--- src/design/u8u16_pkg.sv ---
// Shared types and codes for the UTF-8 to UTF-16 transcoder.
`default_nettype none

package u8u16_pkg;

	localparam int unsigned BYTE_W  = 8;
	localparam int unsigned UNIT_W  = 16;
	localparam int unsigned POINT_W = 21;

	typedef enum logic [1:0] {
		KIND_UNIT = 2'd0,
		KIND_END  = 2'd1,
		KIND_ERR  = 2'd2
	} kind_t;

	typedef struct packed {
		logic [UNIT_W-1:0] code_unit;
		kind_t             kind;
		logic              last_of_run;
	} result_t;

	// Up to two results come out of one byte; count says how many are real.
	typedef struct packed {
		logic [1:0] count;
		result_t    r0;
		result_t    r1;
	} result_pair_t;

endpackage

`default_nettype wire

--- src/design/utf8_to_utf16_transcoder_top.sv ---
// Top level of the UTF-8 to UTF-16 transcoder: input register, decoder, output buffer.
//
// Takes one UTF-8 byte per request on the slave side and gives UTF-16 code
// units, end-of-string and error results on the master side. A byte is taken
// every cycle while the master side keeps up. A byte that completes a point
// above 0xFFFF gives a surrogate pair. The second unit of the pair waits in a
// spill register, so the byte behind it waits in the input register until
// the spill register is empty. Bytes that give no result still pass through
// the input register. A result passes the input register and then the output
// register on its way to the master side; the decoder's result loads the output
// register when the byte advances. After an end or an error, bytes are dropped
// until one arrives with start_of_string set.
`default_nettype none

module utf8_to_utf16_transcoder_top (
	input  wire logic        clk,
	input  wire logic        arst_n,
	input  wire logic        s_axis_tvalid,
	output logic             s_axis_tready,
	input  wire logic [7:0]  s_axis_tdata,   // [7:0] in_byte
	input  wire logic        s_axis_tuser,   // [0] start_of_string
	output logic             m_axis_tvalid,
	input  wire logic        m_axis_tready,
	output logic [15:0]      m_axis_tdata,   // [15:0] code_unit
	output logic [1:0]       m_axis_tuser,   // [1:0] kind
	output logic             m_axis_tlast    // last_of_run
);
	import u8u16_pkg::*;

	logic              valid_s1;
	logic [BYTE_W-1:0] byte_s1;
	logic              sos_s1;
	logic              room, advance;
	result_pair_t      res;

	assign advance       = valid_s1 && room;
	assign s_axis_tready = !valid_s1 || advance;

	always_ff @(posedge clk or negedge arst_n) begin
		if (!arst_n) begin
			valid_s1 <= 1'b0;
		end else if (s_axis_tready) begin
			valid_s1 <= s_axis_tvalid;
		end
	end

	always_ff @(posedge clk) begin
		if (s_axis_tvalid && s_axis_tready) begin
			byte_s1 <= s_axis_tdata;
			sos_s1  <= s_axis_tuser;
		end
	end

	u8u16_decoder u_decoder (
		.clk             (clk),
		.arst_n          (arst_n),
		.step            (advance),
		.in_byte         (byte_s1),
		.start_of_string (sos_s1),
		.res             (res)
	);

	u8u16_out_buf u_out_buf (
		.clk           (clk),
		.arst_n        (arst_n),
		.push          (advance),
		.res           (res),
		.room          (room),
		.m_axis_tvalid (m_axis_tvalid),
		.m_axis_tready (m_axis_tready),
		.m_axis_tdata  (m_axis_tdata),
		.m_axis_tuser  (m_axis_tuser),
		.m_axis_tlast  (m_axis_tlast)
	);

endmodule

`default_nettype wire

--- src/design/u8u16_decoder.sv ---
// Decoder state and the per-byte decode into zero, one or two UTF-16 results.
`default_nettype none

module u8u16_decoder (
	input  wire logic                           clk,
	input  wire logic                           arst_n,
	input  wire logic                           step,
	input  wire logic [u8u16_pkg::BYTE_W-1:0]   in_byte,
	input  wire logic                           start_of_string,
	output u8u16_pkg::result_pair_t             res
);
	import u8u16_pkg::*;

	logic [POINT_W-1:0] point_q;
	logic [1:0]         pend_q;
	logic               halted_q;

	logic [POINT_W-1:0] point_eff, point_d, point_shift, point_done, point_off;
	logic [1:0]         pend_eff, pend_d, pend_dec;
	logic               halted_eff, halted_d;
	logic               finish;
	result_pair_t       res_d;

	always_comb begin
		point_eff  = start_of_string ? '0 : point_q;
		pend_eff   = start_of_string ? '0 : pend_q;
		halted_eff = start_of_string ? 1'b0 : halted_q;

		point_d    = point_eff;
		pend_d     = pend_eff;
		halted_d   = halted_eff;
		finish     = 1'b0;
		point_done = '0;
		res_d      = '0;

		point_shift = {point_eff[POINT_W-7:0], in_byte[5:0]};
		pend_dec    = pend_eff - 2'd1;

		if (!halted_eff) begin
			if (pend_eff == 2'd0) begin
				unique casez (in_byte)
					8'b0???????: begin
						finish     = 1'b1;
						point_done = {{(POINT_W-7){1'b0}}, in_byte[6:0]};
					end
					8'b110?????: begin
						point_d = {{(POINT_W-5){1'b0}}, in_byte[4:0]};
						pend_d  = 2'd1;
					end
					8'b1110????: begin
						point_d = {{(POINT_W-4){1'b0}}, in_byte[3:0]};
						pend_d  = 2'd2;
					end
					8'b11110???: begin
						point_d = {{(POINT_W-3){1'b0}}, in_byte[2:0]};
						pend_d  = 2'd3;
					end
					default: begin
						halted_d     = 1'b1;
						pend_d       = '0;
						point_d      = '0;
						res_d.count  = 2'd1;
						res_d.r0     = '{code_unit: '0, kind: KIND_ERR, last_of_run: 1'b1};
					end
				endcase
			end else if (in_byte[7:6] != 2'b10) begin
				// A stray byte inside a sequence drops the partial point.
				halted_d    = 1'b1;
				pend_d      = '0;
				point_d     = '0;
				res_d.count = 2'd1;
				res_d.r0    = '{code_unit: '0, kind: KIND_ERR, last_of_run: 1'b1};
			end else begin
				pend_d = pend_dec;
				if (pend_dec == 2'd0) begin
					point_d    = '0;
					finish     = 1'b1;
					point_done = point_shift;
				end else begin
					point_d = point_shift;
				end
			end
		end

		// Points above the BMP are offset and split; the offset wraps at 21 bits,
		// so out-of-range points keep only ten payload bits per surrogate.
		point_off = point_done - POINT_W'(32'h10000);
		if (finish) begin
			if (point_done == '0) begin
				halted_d    = 1'b1;
				pend_d      = '0;
				point_d     = '0;
				res_d.count = 2'd1;
				res_d.r0    = '{code_unit: '0, kind: KIND_END, last_of_run: 1'b1};
			end else if (point_done[POINT_W-1:UNIT_W] != '0) begin
				res_d.count = 2'd2;
				res_d.r0    = '{code_unit: {6'b110110, point_off[19:10]}, kind: KIND_UNIT,
					last_of_run: 1'b0};
				res_d.r1    = '{code_unit: {6'b110111, point_off[9:0]}, kind: KIND_UNIT,
					last_of_run: 1'b1};
			end else begin
				res_d.count = 2'd1;
				res_d.r0    = '{code_unit: point_done[UNIT_W-1:0], kind: KIND_UNIT,
					last_of_run: 1'b1};
			end
		end
	end

	assign res = res_d;

	always_ff @(posedge clk or negedge arst_n) begin
		if (!arst_n) begin
			point_q  <= '0;
			pend_q   <= '0;
			halted_q <= 1'b0;
		end else if (step) begin
			point_q  <= point_d;
			pend_q   <= pend_d;
			halted_q <= halted_d;
		end
	end

	a_halted_clean: assert property (@(posedge clk) disable iff (!arst_n)
		halted_q |-> (pend_q == 2'd0 && point_q == '0))
		else $error("halted decoder holds a partial point");

	a_pair_first: assert property (@(posedge clk) disable iff (!arst_n)
		(step && res.count == 2'd2) |->
		(res.r0.kind == KIND_UNIT && !res.r0.last_of_run && res.r1.last_of_run))
		else $error("surrogate pair badly marked");

	a_halt_on_stop: assert property (@(posedge clk) disable iff (!arst_n)
		(step && res.count == 2'd1 && res.r0.kind != KIND_UNIT) |=> halted_q)
		else $error("end or error did not halt the decoder");

endmodule

`default_nettype wire

--- src/design/u8u16_out_buf.sv ---
// Output register with a spill register for the second unit of a surrogate pair.
`default_nettype none

module u8u16_out_buf (
	input  wire logic                         clk,
	input  wire logic                         arst_n,
	input  wire logic                         push,
	input  wire u8u16_pkg::result_pair_t      res,
	output logic                              room,
	output logic                              m_axis_tvalid,
	input  wire logic                         m_axis_tready,
	output logic [u8u16_pkg::UNIT_W-1:0]      m_axis_tdata,   // [15:0] code_unit
	output logic [1:0]                        m_axis_tuser,   // [1:0] kind
	output logic                              m_axis_tlast
);
	import u8u16_pkg::*;

	result_t out_q, spill_q;
	logic    out_v_q, spill_v_q;
	logic    take;

	assign take = out_v_q && m_axis_tready;
	// Room for a full pair: spill empty and the output slot free this cycle.
	assign room = !spill_v_q && (!out_v_q || m_axis_tready);

	always_ff @(posedge clk or negedge arst_n) begin
		if (!arst_n) begin
			out_v_q   <= 1'b0;
			spill_v_q <= 1'b0;
		end else if (spill_v_q) begin
			if (take) begin
				out_v_q   <= 1'b1;
				spill_v_q <= 1'b0;
			end
		end else if (push && res.count != 2'd0) begin
			out_v_q   <= 1'b1;
			spill_v_q <= (res.count == 2'd2);
		end else if (take) begin
			out_v_q <= 1'b0;
		end
	end

	always_ff @(posedge clk) begin
		if (spill_v_q) begin
			if (take) begin
				out_q <= spill_q;
			end
		end else if (push && res.count != 2'd0) begin
			out_q   <= res.r0;
			spill_q <= res.r1;
		end
	end

	assign m_axis_tvalid = out_v_q;
	assign m_axis_tdata  = out_q.code_unit;
	assign m_axis_tuser  = out_q.kind;
	assign m_axis_tlast  = out_q.last_of_run;

	a_spill_behind_out: assert property (@(posedge clk) disable iff (!arst_n)
		spill_v_q |-> out_v_q)
		else $error("spill register filled ahead of output register");

	a_no_push_when_full: assert property (@(posedge clk) disable iff (!arst_n)
		push |-> room)
		else $error("result pushed without room");

	a_pair_spills: assert property (@(posedge clk) disable iff (!arst_n)
		(push && res.count == 2'd2) |=> (spill_v_q && !out_q.last_of_run))
		else $error("second surrogate unit not held");

endmodule

`default_nettype wire

--- config.mk ---
export PLATFORM = sky130hd
export DESIGN_NAME = utf8_to_utf16_transcoder_top
export DESIGN_NICKNAME = d
export VERILOG_FILES = /design/src/design/u8u16_pkg.sv /design/src/design/utf8_to_utf16_transcoder_top.sv /design/src/design/u8u16_decoder.sv /design/src/design/u8u16_out_buf.sv
export SDC_FILE = /design/constraint.sdc
export NUM_CORES = 1
export LEC_CHECK = 0
export ABC_AREA = 1
export BUFFER_PORTS_ARGS = -buffer_cell sky130_fd_sc_hd__buf_4
export CAP_MARGIN = 40
export CELL_PAD_IN_SITES_DETAIL_PLACEMENT = 1
export CELL_PAD_IN_SITES_GLOBAL_PLACEMENT = 1
export CORE_ASPECT_RATIO = 0.6
export CORE_MARGIN = 5
export CORE_UTILIZATION = 40
export CTS_CLUSTER_SIZE = 30
export DETAILED_ROUTE_END_ITERATION = 6
export GPL_ROUTABILITY_DRIVEN = 0
export PLACE_DENSITY_LB_ADDON = 0.05
export SLEW_MARGIN = 30
export SYNTH_ARGS = -nofsm -noshare
export SYNTH_HDL_FRONTEND = slang
export SYNTH_SLANG_ARGS = --single-unit
export TNS_END_PERCENT = 1
--- constraint.sdc ---
create_clock -name clk -period 2.7 [get_ports clk]
set_input_delay 0.81 -clock clk [delete_from_list [all_inputs] [get_ports clk]]
set_output_delay 0.81 -clock clk [all_outputs]
set_load 0.01 [all_outputs]
==> results summary, run 1 <==
Once layout is complete, the utilization of the core stands at 0.506. The total power consumption of the routed design came out at 3450 µW. The critical-path maximum fanout is 11. The total count of max-transition violations in the final report came out at 0. The placed wire-length estimate after detailed placement is 7460 µm. The total overflow left after global routing is 0. The number of register bits inferred by synthesis is 60. The tightest hold margin came out at 0.363 ns. Summed over all instances, the cell type with the most area after synthesis is edfxtp_1.

The vertical die dimension came out at 80.1 µm. Measured along the x axis, the die boundary spans 127 µm. The via count of the first global-routing pass came to 2957. The I/O pin count came out at 34. Clock tree synthesis inserted a total of 9 buffers. The clock sink count came out at 60. The number of cell rows came out at 25. The worst setup path is captured at a register. For the pin with the worst max-slew slack, the measured transition is 0.532 ns. The initial antenna violation count is 0.

The clock network fraction of design power came out at 0.381. The cell area after synthesis is 3280 µm². The clock input transition at the sequential cells of the worst setup and hold paths came out at 0.05 ns. For this run, the total global-route usage over all layers was measured as 0.211. The longest clock path from root to sink contains 2 buffers. The launching point of the worst reg2reg path is u_decoder.pend_q[0]$_DFFE_PN0P_. The global-route wire length before repair came out at 16300 µm. The final count of hold timing violations came to 0. The clock tree skew after final layout is 0.00881 ns. The critical path required time is 2.67 ns. The final layout contains routed wiring with a total length of 10000 µm. The antenna violation net count after detailed routing came out at 0. The run finished with clean final reports. The data arrival time at the worst-slack endpoint is 2.54 ns. The part of the total power dissipated in combinational logic is 0.254.

The number of endpoints failing setup at the final stage is 0. Buffers placed on the I/O ports in this run total 33. Dividing the detail-routed wire length by the instance count gives 18.9 µm. The number of violations of the max-capacitance limit came out at 0.

The area enclosed by the die boundary came out at 10200 µm². The share of async-settable or async-resettable flops after synthesis is 0.350. The top-area cell type share of the netlist area is 0.357. The switching power summed over all nets came out at 1100 µW. The Yosys step of the flow raised 0 warnings.

The minimum period implied by the final worst setup slack is 2.58 ns. The antenna diode count is 0. Clock tree synthesis selected as its root buffer the cell clkbuf_16. For this design the ratio of total power to cell area is 862 nW/µm². The cell depth of the worst flop-to-flop path is 9. The nature of the critical path startpoint is a register. Setup repair after global routing could not meet its margin everywhere. The number of nets in the final layout came out at 435. In this run the static leakage power is 0.00173 µW. The count of filler cells inserted in the layout is 934. For this run, the top clock speed supported by timing is 388 MHz. The starting DRC count in detailed routing came out at 259. For this run, the leading register cell type out of synthesis is edfxtp_1. The worst-case IR drop observed on VDD is 0.000436 V. The worst-skew pair later-pin latency came out at 0.33 ns. TritonCTS built the clock tree. The area of the core came out at 7910 µm². The worst register-to-register path ends at u_out_buf.spill_q[10]$_SDFFCE_PP0P_. The relative area change from synthesis to final layout is 22.2%. The first-pass iteration count of the detailed router is 4. The synthesized netlist cell count came out at 376. The sequential power share came out at 0.365. The classification of the worst-slack hold path is in -> async. The headroom to the max-slew limit came out at 0.645.

After detailed routing, the number of vias per cell comes to 5.39. The fraction of power spent switching nets came out at 0.317. The sequential-to-total area share from yosys stat is 0.517. The fraction of final layout cells with drive strength greater than 1 is 0.203. In the finished design, the share of the clock period the worst path needs comes to 0.954. The maximum number of pins on one net before global-route repair came out at 31. The count of unresolved DRC violations after routing is 0.

The setup path with the least slack is of type reg -> reg. The number of synthesized flops with an enable pin is 39. In the post-synthesis netlist, the cell with the most instances is nand2_1. The per-instance average area after synthesis came out at 8.72 µm².

The total number of vias came out at 2869. By count the netlist is led by nand2_1 (79), inv_1 (44), edfxtp_1 (39), nor2_1 (37), nand3_1 (29). The effective utilization at floorplan is 0.414.

When the netlist entered floorplanning its net count stood at 392. The number of distinct library cells after synthesis is 39. The count of H-tree levels built during CTS came out at 3.

The register-to-register setup slack came out at 0.12 ns. After synthesis, the cell types taking the most area are edfxtp_1 (36%), dfrtp_1 (16%), nand2_1 (9.0%). The number of buffers inserted for hold repair after clock tree synthesis is 0. The internal power of the cells totals 2360 µW.
per-stage QoR:
| step | cells | area [µm²] | worst slack (ns) | TNS, ns |
|---|---|---|---|---|
| 2_1_floorplan | 376 | 3280 | -0.0367 | -0.0367 |
| 3_3_place_gp | 516 | 3670 | 0.190 | 0 |
| 3_5_place_dp | 516 | 3670 | 0.0725 | 0 |
| 4_1_cts | 532 | 4000 | 0.0812 | 0 |
| 5_1_grt | 532 | 4010 | -0.00322 | -0.0137 |
| 6_report | 532 | 4010 | 0.125 | 0 |
metal layers:
metal | up-vias | wire (µm) | track usage
met3 | 20 | 788 | 0.0611
met4 | 0 | 199 | 0.0664
met1 | 1386 | 4860 | 0.305
li1 | 1360 | - | -
met5 | - | 0 | 0
met2 | 103 | 4200 | 0.304
worst max-delay path by stage:
stage | from | endpoint | slack, ns | cells past startpoint
2_1_floorplan | sos_s1$_DFFE_PP_ | u_out_buf.m_axis_tdata[0]$_DFFE_PP_ | -0.04 | 15
3_3_place_gp | u_decoder.pend_q[0]$_DFFE_PN0P_ | u_out_buf.spill_q[11]$_SDFFCE_PP0P_ | 0.19 | 9
3_5_place_dp | u_decoder.pend_q[0]$_DFFE_PN0P_ | u_out_buf.spill_q[10]$_SDFFCE_PP0P_ | 0.07 | 9
4_1_cts | u_decoder.pend_q[0]$_DFFE_PN0P_ | u_out_buf.spill_q[6]$_SDFFCE_PP0P_ | 0.08 | 9
5_1_grt | sos_s1$_DFFE_PP_ | u_out_buf.spill_q[12]$_SDFFCE_PP0P_ | -0.003 | 10
6_report | u_decoder.pend_q[0]$_DFFE_PN0P_ | u_out_buf.spill_q[10]$_SDFFCE_PP0P_ | 0.12 | 9
kinds of logic after synthesis:
kind of cell / synth area share
flip-flops: 0.517
XOR/XNOR: 0.00267
AND/OR/NAND/NOR: 0.237
AO/OA/AOI/OAI: 0.143
buffers and inverters: 0.0885
adder cells (fa/ha/maj): 0.0114
power by group through the flow:
stage               combinational (µW)  sequential [µW]  clock [µW]
floorplan                          518             1290           0
global placement                   852             1270           0
detailed placement                 868             1280           0
CTS                                875             1260        1330
global route                       964             1280        1380
finish                             877             1260        1310
repair_timing:
| action | 4_1_cts | 5_1_grt |
|---|---|---|
| endpoints found under the setup margin | 0 | 39 |
| setup buffers | 0 | 0 |
| endpoints found under the hold margin | 0 | 0 |
| resized for setup | 0 | 1 |
final cells by class:
| type | instances | area [µm²] | area share |
|---|---|---|---|
| multi-input cells | 250 | 1300 | 0.324 |
| well taps | 108 | 135 | 0.0337 |
| repair buffers | 47 | 353 | 0.0881 |
| clock inverters | 5 | 100 | 0.0250 |
| flip-flops and latches | 60 | 1700 | 0.423 |
| clock buffers | 11 | 233 | 0.0581 |
| inverters | 51 | 191 | 0.0478 |
flip-flops by register name, summed over array words and instances, names as in the netlist:
name                     flops
byte_s1                      8
sos_s1                       1
u_decoder.halted_q           1
u_decoder.pend_q             2
u_decoder.point_q           15
u_out_buf.m_axis_tdata      16
u_out_buf.m_axis_tlast       1
u_out_buf.m_axis_tuser       2
u_out_buf.m_axis_tvalid      1
u_out_buf.spill_q           11
u_out_buf.spill_v_q          1
valid_s1                     1
worst max-delay path, cell delays in order (launching register included):
cell and delay (ns):
dfrtp_1 0.39, nand2_1 0.14, ha_2 0.29, inv_2 0.09, nand3_1 0.17, o211ai_1 0.16, or2_2 0.39, nand2_1 0.09
nand2_1 0.08, inv_1 0.41
cell usage in the layout, fill, tap and decap left out, types with 2 or more instances in the layout:
cell	n
nor2_2	3
nand2_1	79
inv_2	7
o21ai_1	14
nor2_1	36
nor3_1	7
dfrtp_1	21
clkinv_2	2
nand2_4	2
o21ai_0	27
nand3_2	6
o2111ai_1	2
o32ai_1	6
inv_1	44
nand3_1	29
clkbuf_1	2
a31oi_1	3
a32o_1	2
o211ai_1	4
clkbuf_16	9
o31ai_1	3
bufinv_16	3
a21oi_1	12
edfxtp_1	39
buf_4	47
ha_1	2
(Power assumes the default switching activity.)
==> run 2, diff against run 1 <==
--- a/config.mk
+++ b/config.mk
@@ -17,6 +17,7 @@
 export DETAILED_ROUTE_END_ITERATION = 6
 export GPL_ROUTABILITY_DRIVEN = 0
 export PLACE_DENSITY_LB_ADDON = 0.05
+export SETUP_SLACK_MARGIN = 0.2
 export SLEW_MARGIN = 30
 export SYNTH_ARGS = -nofsm -noshare
 export SYNTH_HDL_FRONTEND = slang
==> run 2 against run 1 <==
  * First-iteration DRC count fell by 3.5%
  * Sequential power is essentially flat
  * Routed wire length down 0.29%
  * Global-route usage up 0.088 points
  * Sequential cell count unchanged
  * Via count is 3.7% higher
  * Combinational power increased by 20%
  * Fmax up 5.0%
  * Cell count grew 3.0%
  * Design area is 4.6% higher
  * Critical endpoint is now u_out_buf.m_axis_tuser[1]$_SDFFCE_PP0P_
  * Largest power group is now sequential cells
  * Highest routed layer unchanged
==> results summary, run 2 (synthesis gave the netlist of run 1 again) <==
The flow ran to the end, and the final reports show no timing, DRC or antenna violations. The top cell types in the final layout, fill and taps aside, are nand2_1 (75), buf_4 (60), inv_1 (43), edfxtp_1 (39), nor2_1 (36). The min-delay analysis places its worst path in the category in -> async. The critical-path maximum fanout came out at 6 (-5). The worst slack at placement was -0.0123 ns (-0.0849 ns).

The data arrival time at the worst-slack endpoint is 2.50 ns (-0.04 ns). The sum of routed wire segments on met1 is 4960 µm (+2.2%). The starting DRC count in detailed routing was 250 (-3.5%). The count of buffers from port buffering came out at 33 (unchanged). TritonCTS built the clock tree. The power density over the cells was 820 nW/µm² (-4.8%). The met3 layer wire length in the routed design came out at 615 µm (-22%).

The critical path required time came to 2.75 ns (+0.08 ns). The sum of overflow across all layers after global routing came to 0 (unchanged). The total power consumption of the routed design is 3440 µW (-0.46%).

The tightest hold margin came out at 0.368 ns (+0.00517 ns). The count of filler cells inserted in the layout came out at 923 (-1.2%). The placed wire-length estimate after detailed placement is 7340 µm (-1.6%). The vertical die dimension is 80.1 µm (unchanged). The minimum period implied by the final worst setup slack is 2.45 ns (-0.122 ns). The number of cell rows came out at 25 (unchanged). The effective utilization at floorplan came to 0.414 (unchanged). The worst IR drop on VDD came out at 0.000530 V (+22%). The root buffer selected by CTS is clkbuf_16. The detailed-route wire length is 10000 µm (-0.29%). The number of flip-flops under the largest register name came out at 16 (unchanged). The I/O pin count is 34 (unchanged). The area of the core came out at 7910 µm² (unchanged). The final worst-path cycle share is 0.909 (-0.0452). The slack of the critical path is 0.247 ns (+0.122 ns).

Compared with the post-synthesis result, the final layout area differs by 27.8%. The standard cell area after detailed placement was 3690 µm² (+0.61%). The total number of vias is 2975 (+3.7%). The number of nets in the final layout is 451 (+3.7%). The detailed router used layers up to and including met4. The type of destination of the critical path is a register. The first-pass iteration count of the detailed router is 4 (unchanged).

The fraction of final layout cells with drive strength greater than 1 is 0.248 (+0.0449). The maximum root-to-sink buffer count came out at 2 (unchanged). The number of violations of the max-capacitance limit is 0 (unchanged).

The nature of the critical path startpoint is a register. The count of unresolved DRC violations after routing came to 0 (unchanged). The count of H-tree levels built during CTS is 3 (unchanged). The maximum clock frequency came out at 408 MHz (+5.0%). The clock sink count came out at 60 (unchanged). The via count of the first global-routing pass was 3036 (+2.7%). The final count of hold timing violations came to 0 (unchanged).

The routed length per placed instance came out at 18.3 µm (-3.2%). The global-route usage over all layers came out at 0.212 (+0.000877). The clock tree skew after final layout is 0.00880 ns (-0.0000158 ns).

The area of all placed cells without fillers is 4190 µm² (+4.6%). Leaving out fill and tap cells, the most frequent cell in the layout is nand2_1. The area enclosed by the die boundary is 10200 µm² (unchanged). The number of buffers inserted for hold repair after clock tree synthesis came out at 0 (unchanged). The antenna diode count is 0 (unchanged). The headroom to the max-slew limit came out at 0.734 (+0.0893).

The global-route wire length before repair is 16400 µm (+0.89%). The met2 routed wirelength came out at 4290 µm (+2.3%). The worst-skew pair later-pin latency came to 0.33 ns (about the same). The maximum number of pins on one net before global-route repair was 31 (unchanged).

The number of endpoints failing setup at the final stage came out at 0 (unchanged). The die width came out at 127 µm (unchanged). The antenna violation net count after detailed routing is 0 (unchanged). The critical path in this run is classified as reg -> reg. Setup repair after global routing could not meet its margin everywhere. The measured slew at the worst slew-check pin was 0.397 ns (-0.135 ns). The static leakage power is 0.00181 µW (+4.7%).

The total count of max-transition violations in the final report came out at 0 (unchanged). The detail-routed via count per cell came out at 5.43 (+0.67%). The initial antenna violation count came to 0 (unchanged). The number of buffers inserted during clock tree synthesis came out at 9 (unchanged). The clock input transition at the sequential cells of the worst setup and hold paths came out at 0.06 ns (about the same).
## run 2: cell types whose count changed in the layout (fill, tap and decap cells not counted), moves of 2 or more
cell and delta:
nand2_1 -4, buf_4 +13, nand2_2 +2, clkinvlp_4 +2
bufinv_16 -2, nand2_4 +2
## run 2: path summary, 6_finish.rpt
check                                                          end                        startpoint  slack (ns)  cells past startpoint
max                        u_out_buf.m_axis_tuser[1]$_SDFFCE_PP0P_                  sos_s1$_DFFE_PP_        0.25                     11
min                                u_decoder.pend_q[1]$_DFFE_PN0P_                            arst_n        0.37                      1
max reg2reg                u_out_buf.m_axis_tuser[1]$_SDFFCE_PP0P_                  sos_s1$_DFFE_PP_        0.25                     11
min reg2reg                       u_decoder.point_q[2]$_DFFE_PN0P_  u_decoder.point_q[2]$_DFFE_PN0P_        0.49                      2
max in group asynchronous        u_decoder.point_q[12]$_DFFE_PN0P_                            arst_n        2.09                      1
min in group clk                  u_decoder.point_q[2]$_DFFE_PN0P_  u_decoder.point_q[2]$_DFFE_PN0P_        0.49                      2
## run 2: layer usage
metal | GRT usage | vias up
met1 | 0.309 | 1467
met3 | 0.0532 | 14
li1 | - | 1391
met2 | 0.312 | 103
met5 | 0 | -
met4 | 0.0621 | 0
## run 2: timing repair
item                                    4_1_cts  5_1_grt
gates resized for setup                       6        9
pin swaps                                     2        1
gates cloned                                  1        0
endpoints found under the setup margin       50       72
setup buffers                                 9        5
## run 2: report_power, final
group / total [µW] / internal, µW / switching [µW]
Combinational: 1050 / 406 / 644
Sequential: 1260 / 1170 / 88.2
Clock: 1120 / 732 / 393
Total: 3440 / 2310 / 1130
## run 2: layout make-up
class	count	area, µm²	area share
clock buffers	11	243	0.0579
inverters	51	198	0.0472
well taps	108	135	0.0322
multi-input cells	250	1350	0.322
clock inverters	5	51.3	0.0122
repair buffers	63	518	0.124
flip-flops and latches	60	1700	0.405
## run 2: worst max-delay path, stage by stage, from the launching register on
cell,delay [ns]
edfxtp_1,0.42
inv_2,0.11
nand2_1,0.10
ha_2,0.21
buf_4,0.15
o211ai_1,0.14
o211ai_1,0.17
or2_4,0.29
nand2_2,0.09
nand2_4,0.08
o21ai_4,0.10
bufbuf_16,0.30
## run 2: through the flow
stage,setup TNS [ns],utilization,cells
global route,0,0.529,548
floorplan,0,-,376
finish,0,0.529,548
global placement,0,0.465,516
detailed placement,-0.173,0.467,517
CTS,0,0.521,543
